File: src/rtl/wade_pkg.sv
// Shared constants and types for the windowed average density estimator.
package wade_pkg;

   localparam int WINDOW_SIZE   = 25;
   localparam int SAMPLE_W      = 16;
   localparam int AVG_W         = 16;
   localparam int EST_W         = 14;
   localparam int FILL_VALUE    = 1000;
   localparam int DENSITY_SCALE = 10000;
   localparam int REJECT_RESET  = 10000;

   localparam int SLOT_W = (WINDOW_SIZE > 1) ? $clog2(WINDOW_SIZE) : 1;
   localparam int SUM_W  = $clog2(WINDOW_SIZE * 65535 + 1);

   // Division of the running sum by the window size is done as a
   // multiplication by a rounded-up reciprocal followed by a shift.
   localparam int    RECIP_SHIFT = SUM_W + $clog2(WINDOW_SIZE) + 1;
   localparam int    RECIP_W     = RECIP_SHIFT + 1 - $clog2(WINDOW_SIZE);
   localparam longint RECIP_VALUE =
      ((longint'(1) << RECIP_SHIFT) + longint'(WINDOW_SIZE) - 1) / longint'(WINDOW_SIZE);
   localparam int    PROD_W      = SUM_W + RECIP_W;

   // Restoring divider for the density quotient.
   localparam int DIV_STEPS = EST_W;
   localparam int CNT_W     = $clog2(DIV_STEPS);

   typedef enum logic [2:0] {
      ST_IDLE,
      ST_SUM,
      ST_SCALE,
      ST_DIVIDE,
      ST_DONE
   } state_type;

endpackage

File: src/rtl/windowed_average_density_estimator.sv
// Top level of the windowed average density estimator.
//
// One sample item enters on the req_ channel (req_valid, req_stall,
// req_sample) and one result item leaves on the rsp_ channel (rsp_valid,
// rsp_stall, rsp_accepted, rsp_average, rsp_estimate). An item moves at a
// rising edge where valid is high and stall is low on that channel.
// The reject limit is written through csr_valid, csr_ready and csr_data;
// csr_ready is always high, and writes are expected only while idle.
//
// After acceptance a kept sample passes through these states in order: ST_SUM
// updates the ring and sum, ST_SCALE runs the reciprocal multiply for the
// average, ST_DIVIDE drives the shared restoring subtractor for 10000 / average
// and ST_DONE loads the output register. A rejected sample skips the update.
// The next item is taken in the cycle after the load, so the block takes no
// new item until the result of the last one has been loaded.
// Reset clears the ring's valid bits so every entry reads as 1000, and
// returns the sum to the window size times 1000 and the limit to 10000. If
// the receiver stalls, the result waits in the output register while the next
// item is accepted and worked on, parking in its final state until it is free.
module windowed_average_density_estimator (
   input  logic                           clock,
   input  logic                           reset,
   input  logic                           req_valid,
   output logic                           req_stall,
   input  logic [wade_pkg::SAMPLE_W-1:0]  req_sample,
   output logic                           rsp_valid,
   input  logic                           rsp_stall,
   output logic                           rsp_accepted,
   output logic [wade_pkg::AVG_W-1:0]     rsp_average,
   output logic [wade_pkg::EST_W-1:0]     rsp_estimate,
   input  logic                           csr_valid,
   output logic                           csr_ready,
   input  logic [wade_pkg::SAMPLE_W-1:0]  csr_data
);
   import wade_pkg::*;

   localparam logic [SUM_W-1:0]    SUM_RESET = SUM_W'(WINDOW_SIZE * FILL_VALUE);
   localparam logic [SLOT_W-1:0]   LAST_SLOT = SLOT_W'(WINDOW_SIZE - 1);
   localparam logic [RECIP_W-1:0]  RECIP     = RECIP_W'(RECIP_VALUE);
   localparam logic [EST_W-1:0]    DIVIDEND  = EST_W'(DENSITY_SCALE);
   localparam logic [CNT_W-1:0]    LAST_STEP = CNT_W'(DIV_STEPS - 1);

   state_type state_ff, state_in;

   logic [SAMPLE_W-1:0]    reject_ff;
   logic [SAMPLE_W-1:0]    sample_ff;
   logic [SAMPLE_W-1:0]    old_ff;
   logic                   take_ff;
   logic [SUM_W-1:0]       sum_ff, sum_in;
   logic [SLOT_W-1:0]      slot_ff, slot_in;
   logic [WINDOW_SIZE-1:0] filled_ff;
   logic [SAMPLE_W-1:0]    store_ff [WINDOW_SIZE];
   logic [AVG_W-1:0]       avg_ff, avg_in;
   logic [AVG_W-1:0]       rem_ff, rem_in;
   logic [EST_W-1:0]       quo_ff, quo_in;
   logic [CNT_W-1:0]       step_ff;

   logic                   rsp_valid_ff;
   logic                   rsp_accepted_ff;
   logic [AVG_W-1:0]       rsp_average_ff;
   logic [EST_W-1:0]       rsp_estimate_ff;

   logic                   req_take;
   logic                   out_free;
   logic                   load_out;
   logic [PROD_W-1:0]      product;
   logic [AVG_W-1:0]       divisor;
   logic [AVG_W:0]         trial;
   logic [AVG_W:0]         diff;

   // ---------------------------------------------------------------- next state
   always_comb begin
      state_in = state_ff;
      case (state_ff)
         ST_IDLE: begin
            if (req_valid) begin
               state_in = ((req_sample != '0) && (req_sample <= reject_ff)) ?
                          ST_SUM : ST_SCALE;
            end
         end
         ST_SUM:    state_in = ST_SCALE;
         ST_SCALE:  state_in = ST_DIVIDE;
         ST_DIVIDE: begin
            if (step_ff == LAST_STEP) begin
               state_in = ST_DONE;
            end
         end
         ST_DONE: begin
            if (out_free) begin
               state_in = ST_IDLE;
            end
         end
         default:   state_in = ST_IDLE;
      endcase
   end

   // ---------------------------------------------------------------- control outputs
   always_comb begin
      req_stall = 1'b1;
      load_out  = 1'b0;
      case (state_ff)
         ST_IDLE:  req_stall = 1'b0;
         ST_DONE:  load_out  = out_free;
         default: begin
            req_stall = 1'b1;
            load_out  = 1'b0;
         end
      endcase
   end

   assign req_take  = req_valid && !req_stall;
   assign out_free  = !rsp_valid_ff || !rsp_stall;
   assign csr_ready = 1'b1;

   // ---------------------------------------------------------------- datapath
   always_comb begin
      sum_in  = sum_ff;
      slot_in = slot_ff;
      if (state_ff == ST_SUM) begin
         sum_in  = sum_ff - SUM_W'(old_ff) + SUM_W'(sample_ff);
         slot_in = (slot_ff == LAST_SLOT) ? '0 : slot_ff + 1'b1;
      end
   end

   assign product = PROD_W'(sum_ff) * PROD_W'(RECIP);
   assign avg_in  = product[RECIP_SHIFT +: AVG_W];

   // The average is never zero in practice; treating zero as one keeps the
   // divider defined.
   assign divisor = (avg_ff == '0) ? AVG_W'(1) : avg_ff;
   assign trial   = {rem_ff, quo_ff[EST_W-1]};
   assign diff    = trial - {1'b0, divisor};

   always_comb begin
      rem_in = rem_ff;
      quo_in = quo_ff;
      if (state_ff == ST_SCALE) begin
         rem_in = '0;
         quo_in = DIVIDEND;
      end else if (state_ff == ST_DIVIDE) begin
         if (trial >= {1'b0, divisor}) begin
            rem_in = diff[AVG_W-1:0];
            quo_in = {quo_ff[EST_W-2:0], 1'b1};
         end else begin
            rem_in = trial[AVG_W-1:0];
            quo_in = {quo_ff[EST_W-2:0], 1'b0};
         end
      end
   end

   // ---------------------------------------------------------------- registers
   always_ff @(posedge clock) begin
      if (reset) begin
         state_ff  <= ST_IDLE;
         reject_ff <= SAMPLE_W'(REJECT_RESET);
         sum_ff    <= SUM_RESET;
         slot_ff   <= '0;
         filled_ff <= '0;
         step_ff   <= '0;
      end else begin
         state_ff <= state_in;
         sum_ff   <= sum_in;
         slot_ff  <= slot_in;
         if (csr_valid && csr_ready) begin
            reject_ff <= csr_data;
         end
         if (state_ff == ST_SUM) begin
            filled_ff[slot_ff] <= 1'b1;
         end
         if (state_ff == ST_DIVIDE) begin
            step_ff <= (step_ff == LAST_STEP) ? '0 : step_ff + 1'b1;
         end
      end
   end

   always_ff @(posedge clock) begin
      if (req_take) begin
         sample_ff <= req_sample;
         take_ff   <= (req_sample != '0) && (req_sample <= reject_ff);
         // An entry that has not been written since reset still holds the
         // fill value.
         old_ff    <= filled_ff[slot_ff] ? store_ff[slot_ff] : SAMPLE_W'(FILL_VALUE);
      end
      if (state_ff == ST_SUM) begin
         store_ff[slot_ff] <= sample_ff;
      end
      if (state_ff == ST_SCALE) begin
         avg_ff <= avg_in;
      end
      rem_ff <= rem_in;
      quo_ff <= quo_in;
   end

   // ---------------------------------------------------------------- result register
   always_ff @(posedge clock) begin
      if (reset) begin
         rsp_valid_ff <= 1'b0;
      end else if (load_out) begin
         rsp_valid_ff <= 1'b1;
      end else if (!rsp_stall) begin
         rsp_valid_ff <= 1'b0;
      end
   end

   always_ff @(posedge clock) begin
      if (load_out) begin
         rsp_accepted_ff <= take_ff;
         rsp_average_ff  <= take_ff ? avg_ff : '0;
         rsp_estimate_ff <= (quo_ff == '0) ? '0 : quo_ff - 1'b1;
      end
   end

   assign rsp_valid    = rsp_valid_ff;
   assign rsp_accepted = rsp_accepted_ff;
   assign rsp_average  = rsp_average_ff;
   assign rsp_estimate = rsp_estimate_ff;

   // ---------------------------------------------------------------- assertions
   // Every entry is at least one, so the sum never drops below the window size.
   assert property (@(posedge clock) disable iff (reset)
      sum_ff >= SUM_W'(WINDOW_SIZE))
      else $error("running sum below window size");

   assert property (@(posedge clock) disable iff (reset)
      slot_ff <= LAST_SLOT)
      else $error("write slot out of range");

   // A new result only appears out of the final state.
   assert property (@(posedge clock) disable iff (reset)
      $rose(rsp_valid) |-> $past(state_ff == ST_DONE))
      else $error("result raised outside the final state");

   assert property (@(posedge clock) disable iff (reset)
      (rsp_valid && !rsp_accepted) |-> (rsp_average == '0))
      else $error("rejected sample reports a non-zero average");

endmodule

File: config.mk
export PLATFORM = sky130hd
export DESIGN_NAME = windowed_average_density_estimator
export DESIGN_NICKNAME = d
export VERILOG_FILES = /design/src/rtl/wade_pkg.sv /design/src/rtl/windowed_average_density_estimator.sv
export SDC_FILE = /design/constraint.sdc
export NUM_CORES = 1
export LEC_CHECK = 0
export BUFFER_PORTS_ARGS = -buffer_cell sky130_fd_sc_hd__buf_2
export CAP_MARGIN = 0
export CORE_ASPECT_RATIO = 0.8
export CORE_MARGIN = 2
export CORE_UTILIZATION = 25
export DETAILED_ROUTE_END_ITERATION = 10
export GPL_TIMING_DRIVEN = 0
export HOLD_SLACK_MARGIN = 0.15
export PLACE_DENSITY = 0.51
export SYNTH_ARGS = -nofsm -noshare
export SYNTH_HDL_FRONTEND = slang
export SYNTH_SLANG_ARGS = --single-unit
File: constraint.sdc
create_clock -name clock -period 5.84 [get_ports clock]
set_clock_uncertainty 0.15 [all_clocks]
set_input_delay 1.168 -clock clock [delete_from_list [all_inputs] [get_ports clock]]
set_output_delay 1.168 -clock clock [all_outputs]
set_load 0.01 [all_outputs]
==> impl_metrics.env, run 1 <==
export IMPL_status="finished, violations left"
export IMPL_violations="setup timing"
export IMPL_clk_latency_ns=0.65
export IMPL_drive_gt1_frac=0.201
export IMPL_setup_viol=12
export IMPL_maxCapViolCount=0
export IMPL_startpoint_type="register"
export IMPL_grt_use_met3=0.0290
export IMPL_critPathTopFamily="adder cells"
export IMPL_design_area_um2=38200
export IMPL_worst_pin_slew_ns=1.33
export IMPL_first_global_vias=19600
export IMPL_ys_top_cells_by_area="edfxtp_1 45%, fa_1 11%, ha_1 10%, mux4_2 7.5%, dfxtp_1 6.5%"
export IMPL_cts_max_level=2
export IMPL_nNetsFinal=3053
export IMPL_cts_root_buf="clkbuf_16"
export IMPL_die_h_um=326
export IMPL_synth_most_common_cell="edfxtp_1"
export IMPL_slew_viol_final=0
export IMPL_drt_iter0_drc=1539
export IMPL_wl_um=87300
export IMPL_synth_nets=2862
export IMPL_hp_class="reg2reg"
export IMPL_synth_top_area_share=0.446
export IMPL_cp_num_buf_inv=3
export IMPL_cts_made_buffers=56
export IMPL_grt_remaining_overflow=0
export IMPL_ys_types=75
export IMPL_worstPathMaxFanout=5
export IMPL_via_per_inst=4.46
export IMPL_die_area_um2=132000
export IMPL_cpMaxStageDelayCell="fa_2"
export IMPL_ys_flop_type="edfxtp_1"
export IMPL_period_share=1.06
export IMPL_cp_num_cells=19
export IMPL_dieWidth_um=406
export IMPL_clock_fmax_mhz=161
export IMPL_place_congestion=0.837
export IMPL_synth_area_um2=32300
export IMPL_fillers=12800
export IMPL_yosys_area_top_type="edfxtp_1"
export IMPL_antenna_found_initial=2
export IMPL_cts_sinks=585
export IMPL_initial_core_util=0.253
export IMPL_netlist_instances=2392
export IMPL_port_buffer_count=69
export IMPL_criticalPathCategory="reg2reg"
export IMPL_vias=19400
export IMPL_synth_async_reset_ratio=0
export IMPL_grt_total_usage=0.132
export IMPL_avgSynthCellArea_um2=13.5
export IMPL_use_met2=0.186
export IMPL_setup_ws_ns=-0.361
export IMPL_fin_crit_ns=6.20
export IMPL_area_growth_pct=18.2
export IMPL_grt_pass1_wl_um=130000
export IMPL_slowest_delay_ns=0.58
export IMPL_rsz0062_at_grt="true"
export IMPL_dp_hpwl_um=63100
export IMPL_slew_headroom=0.116
export IMPL_ant_nets=0
export IMPL_grt_busiest_layer="met1"
export IMPL_rows=117
export IMPL_yosysWarnings=0
export IMPL_synth_common_cells="480 x edfxtp_1, 366 x inv_1, 261 x ha_1"
export IMPL_r2r_cells=19
export IMPL_first_pass_iters=5
export IMPL_holdPathStages=2
export IMPL_yosysSeqAreaShare=0.511
export IMPL_coreArea_um2=128000
export IMPL_route_detailed_drc=0
export IMPL_worstSetupEndpointType="register"
export IMPL_path_clk_slew_ns=0.07
export IMPL_synth_edf_count=480
export IMPL_cts_buffer_depth=3
export IMPL_crit_chain="fa_2 -> inv_2 -> fa_2 -> fa_2 -> inv_2 -> fa_2 -> fa_1 -> fa_1 -> fa_1 -> ha_4 -> a21oi_2 -> nor2_2 -> a211oi_4 -> o2111ai_4 -> and4_4 -> o21ai_4 -> buf_6 -> a211o_1 -> o311ai_2"
export IMPL_cts_tree="done"
export IMPL_hold_viol_final=0
export IMPL_grt_max_degree=29
export IMPL_placed_cell_area_um2=35300
export IMPL_worstPathArrival_ns=6.39
export IMPL_ios=71
export IMPL_avgRoutedWirePerCell_um=20.0
export IMPL_grtUsageMet1=0.204
export IMPL_worstPathRequired_ns=6.03
export IMPL_ys_ff_latch=585
export IMPL_path_common_cell="fa_2"
[kinds of logic after synthesis]
group / Yosys count / synth area share
compound gates: 300 / 0.0602
xor+xnor: 40 / 0.0108
fa+ha+maj: 433 / 0.208
buf+inv: 441 / 0.0545
flops: 585 / 0.511
mux: 164 / 0.0929
other cells: 1 / 0.000116
simple gates: 428 / 0.0627
[path summary, 6_finish.rpt]
| kind | start | end | slack, ns |
|---|---|---|---|
| setup / recovery | sum_ff[7] | avg_ff[8] | -0.36 |
| hold / removal | filled_ff[11] | filled_ff[11] | 0.32 |
| setup reg to reg | sum_ff[7] | avg_ff[8] | -0.36 |
| hold reg to reg | filled_ff[11] | filled_ff[11] | 0.32 |
[sequential cells by signal, indices dropped and copies added, names as in the netlist, 16 cells and up]
register	cells
old_ff	16
rem_ff	16
avg_ff	16
reject_ff	16
store_ff	400
filled_ff	25
sum_ff	21
rsp_average	16
sample_ff	16
[worst min-delay path: cells and delay by family, from the launching register on]
family | cells | cell delay (ns)
DFF | 1 | 0.32
and+or+nand+nor | 2 | 0.12
[metrics by stage]
stage	hold slack [ns]	utilization	setup WS (ns)	instances	TNS, ns
6_report	0.322	0.299	-0.361	4357	-2.71
2_1_floorplan	0.285	-	-0.00707	2392	-0.00707
5_1_grt	0.332	0.299	-0.564	4356	-5.42
3_3_place_gp	0.296	0.273	-1.15	4186	-15.40
4_1_cts	0.315	0.297	-0.406	4349	-3.58
3_5_place_dp	0.301	0.277	-1.12	4207	-15.10
[timing repair]
action	in CTS	in global routing
pin swaps	59	49
buffers inserted	36	7
hold buffers	0	0
gates resized for setup	96	56
setup endpoints to repair	16	16
[area by class of cell]
cell class | instances | area, um2 | share of cell area
Inverter | 366 | 1390 | 0.0365
Antenna cell | 1 | 2.50 | 0.0000655
Multi-Input combinational cell | 1366 | 14600 | 0.383
Tap cell | 1725 | 2160 | 0.0565
Sequential cell | 585 | 16600 | 0.434
Clock buffer | 71 | 1490 | 0.0390
Buffer | 75 | 387 | 0.0101
Timing Repair Buffer | 133 | 1100 | 0.0287
Clock inverter | 35 | 462 | 0.0121
[cells in the final DEF (no fill, tap or decap), types with 11 or more instances in the layout]
master	synthesis	final
a21o_1	21	21
a21oi_1	87	78
a31oi_1	14	14
and2_1	25	25
buf_2	18	87
buf_4	8	46
buf_8	0	13
clkbuf_1	35	48
clkbuf_16	0	57
clkinv_1	0	11
dfxtp_1	105	87
dfxtp_4	0	13
edfxtp_1	480	480
fa_1	172	161
fa_2	0	11
ha_1	261	238
ha_4	0	17
inv_1	366	335
inv_2	0	26
mux2i_1	49	49
mux4_2	108	108
nand2_1	118	113
nand2b_1	14	14
nand3_1	22	22
nand4_1	14	14
nor2_1	139	112
nor2_2	0	18
nor2b_1	11	11
nor3_1	26	24
o211ai_1	24	24
o21a_1	16	16
o21ai_0	63	58
or3_1	11	11
xnor2_1	25	23
xor2_1	15	15
[metal layers]
layer	share of wire	vias up
met5	0	-
met2	0.41	562
met3	0.071	90
met1	0.50	9864
met4	0.016	0
li1	-	8919
Power of run 1 is not shown: default switching activity piles up to over one toggle a cycle in this logic, so the estimate is an artifact.
==> run 2: changes to the inputs <==
Settings changed: BUFFER_PORTS_ARGS -buffer_cell sky130_fd_sc_hd__buf_2 to -buffer_cell sky130_fd_sc_hd__clkbuf_2.
==> run 2 against run 1 <==
  * Fmax rose by 0.43%
  * Global-route usage about the same
  * Worst hold slack got worse by 0.0056 ns
  * Sequential share of layout area rose by 0.31 points
  * Via count fell by 0.74%
  * Core utilization fell by 0.21 points
  * Critical path type unchanged
  * The run still ends with setup timing left
  * Critical endpoint is now avg_ff[10]
  * Cell area fell by 0.71%
==> impl_metrics.env, run 2 (synthesis results as in run 1) <==
export IMPL_status="finished, violations left"
export IMPL_violations="setup timing"
export IMPL_first_pass_iters=7
export IMPL_rsz0062_at_grt="true"
export IMPL_largest_register_ffs=400
export IMPL_cts_sinks=585
export IMPL_drive_gt1_frac=0.191
export IMPL_ant_nets=0
export IMPL_grt_busiest_layer="met1"
export IMPL_port_buffer_count=69
export IMPL_first_global_vias=19500
export IMPL_worstSetupEndpointType="register"
export IMPL_regToRegSetupSlack_ns=-0.33
export IMPL_clock_fmax_mhz=162
export IMPL_grt_pass1_wl_um=130000
export IMPL_worstPathMaxFanout=6
export IMPL_cts_buffer_depth=3
export IMPL_grt_use_met3=0.0300
export IMPL_maxCapViolCount=0
export IMPL_clk_latency_ns=0.67
export IMPL_worstPathArrival_ns=6.37
export IMPL_die_area_um2=132000
export IMPL_via_per_inst=4.43
export IMPL_worstPathRequired_ns=6.03
export IMPL_mostFrequentLayoutCells="480 x edfxtp_1, 348 x inv_1, 243 x ha_1"
export IMPL_criticalPathCategory="reg2reg"
export IMPL_antenna_found_initial=3
export IMPL_hold_viol_final=0
export IMPL_timing_rr_start="sum_ff[3]"
export IMPL_design_area_um2=37900
export IMPL_fin_crit_ns=6.17
export IMPL_vias=19300
export IMPL_cts_root_buf="clkbuf_16"
export IMPL_fin_tns_setup_ns=-3.27
export IMPL_final_common_cell="edfxtp_1"
export IMPL_place_congestion=0.830
export IMPL_initial_core_util=0.253
export IMPL_hp_class="reg2reg"
export IMPL_cts_made_buffers=54
export IMPL_grt_remaining_overflow=0
export IMPL_placed_cell_area_um2=35300
export IMPL_largestRegisters="store_ff (400), filled_ff (25), sum_ff (21)"
export IMPL_min_from="filled_ff[14]"
export IMPL_dieWidth_um=406
export IMPL_avgRoutedWirePerCell_um=19.9
export IMPL_cts_hold_buffers=0
export IMPL_diodes=0
export IMPL_worst_pin_slew_ns=1.42
export IMPL_grtUsageMet1=0.202
export IMPL_setup_viol=14
export IMPL_slew_headroom=0.0535
export IMPL_route_detailed_drc=0
export IMPL_startpoint="sum_ff[3]"
export IMPL_period_share=1.06
export IMPL_cts_tree="done"
export IMPL_hold_ws_ns=0.316
export IMPL_pre_cts_ws_ns=-1.18
export IMPL_rows=117
export IMPL_slew_viol_final=0
export IMPL_cts_max_level=2
export IMPL_coreArea_um2=128000
export IMPL_grt_total_usage=0.131
export IMPL_grt_max_degree=29
export IMPL_ios=71
export IMPL_die_h_um=326
export IMPL_wl_um=86400
export IMPL_fillers=12900
export IMPL_setup_ws_ns=-0.334
export IMPL_regMostFlops="store_ff"
export IMPL_startpoint_type="register"
export IMPL_path_clk_slew_ns=0.08
export IMPL_dp_hpwl_um=62100
export IMPL_drt_iter0_drc=1769
export IMPL_area_growth_pct=17.4
export IMPL_nNetsFinal=3049
export IMPL_use_met2=0.187
run 2: cell types whose count changed in the layout (fill, tap and decap cells not counted), sizes merged:
cell,previous run,this run
diode,1,0
clkbuf,109,174
inv,370,366
buf,170,99
bufinv,9,4
clkinv,16,25
run 2: what timing repair did:
item,4_1_cts,5_1_grt
setup endpoints to repair,16,16
gates resized for setup,93,35
pin swaps,62,36
buffers inserted,34,9
run 2: critical path, stage by stage, from the launching register on:
cell       delay (ns)
dfxtp_4          0.40
fa_1             0.59
fa_1             0.46
fa_1             0.53
fa_1             0.45
fa_1             0.52
inv_1            0.05
fa_1             0.50
inv_2            0.05
fa_1             0.55
inv_2            0.05
ha_4             0.16
a21oi_4          0.16
o21ai_4          0.10
nor2_4           0.15
o2111ai_4        0.22
and4_4           0.29
o21ai_4          0.24
and4b_1          0.24
nor4_2           0.05
run 2: area by class of cell:
cell class / instances / area, um2 / share of cell area
Timing Repair Buffer: 131 / 1050 / 0.0278
Clock buffer: 67 / 1400 / 0.0369
Clock inverter: 35 / 370 / 0.00976
Multi-Input combinational cell: 1366 / 14600 / 0.385
Buffer: 75 / 387 / 0.0102
Sequential cell: 585 / 16600 / 0.437
Inverter: 366 / 1390 / 0.0365
Tap cell: 1725 / 2160 / 0.0569
run 2: worst paths after layout:
check	to	cells after the start
max	avg_ff[10]	19
min	filled_ff[14]	1
max reg2reg	avg_ff[10]	19
min reg2reg	filled_ff[14]	1
run 2: per-stage QoR:
stage           util  std cells
2_1_floorplan      -       2392
3_3_place_gp   0.273       4186
3_5_place_dp   0.276       4205
4_1_cts        0.295       4341
5_1_grt        0.297       4350
6_report       0.297       4350
run 2: routing by layer:
metal	share of wire	wire, um
met5	0	0
met1	0.50	43100
met2	0.41	35700
met3	0.073	6330
met4	0.015	1310
Power of run 2 is left out for the same reason.
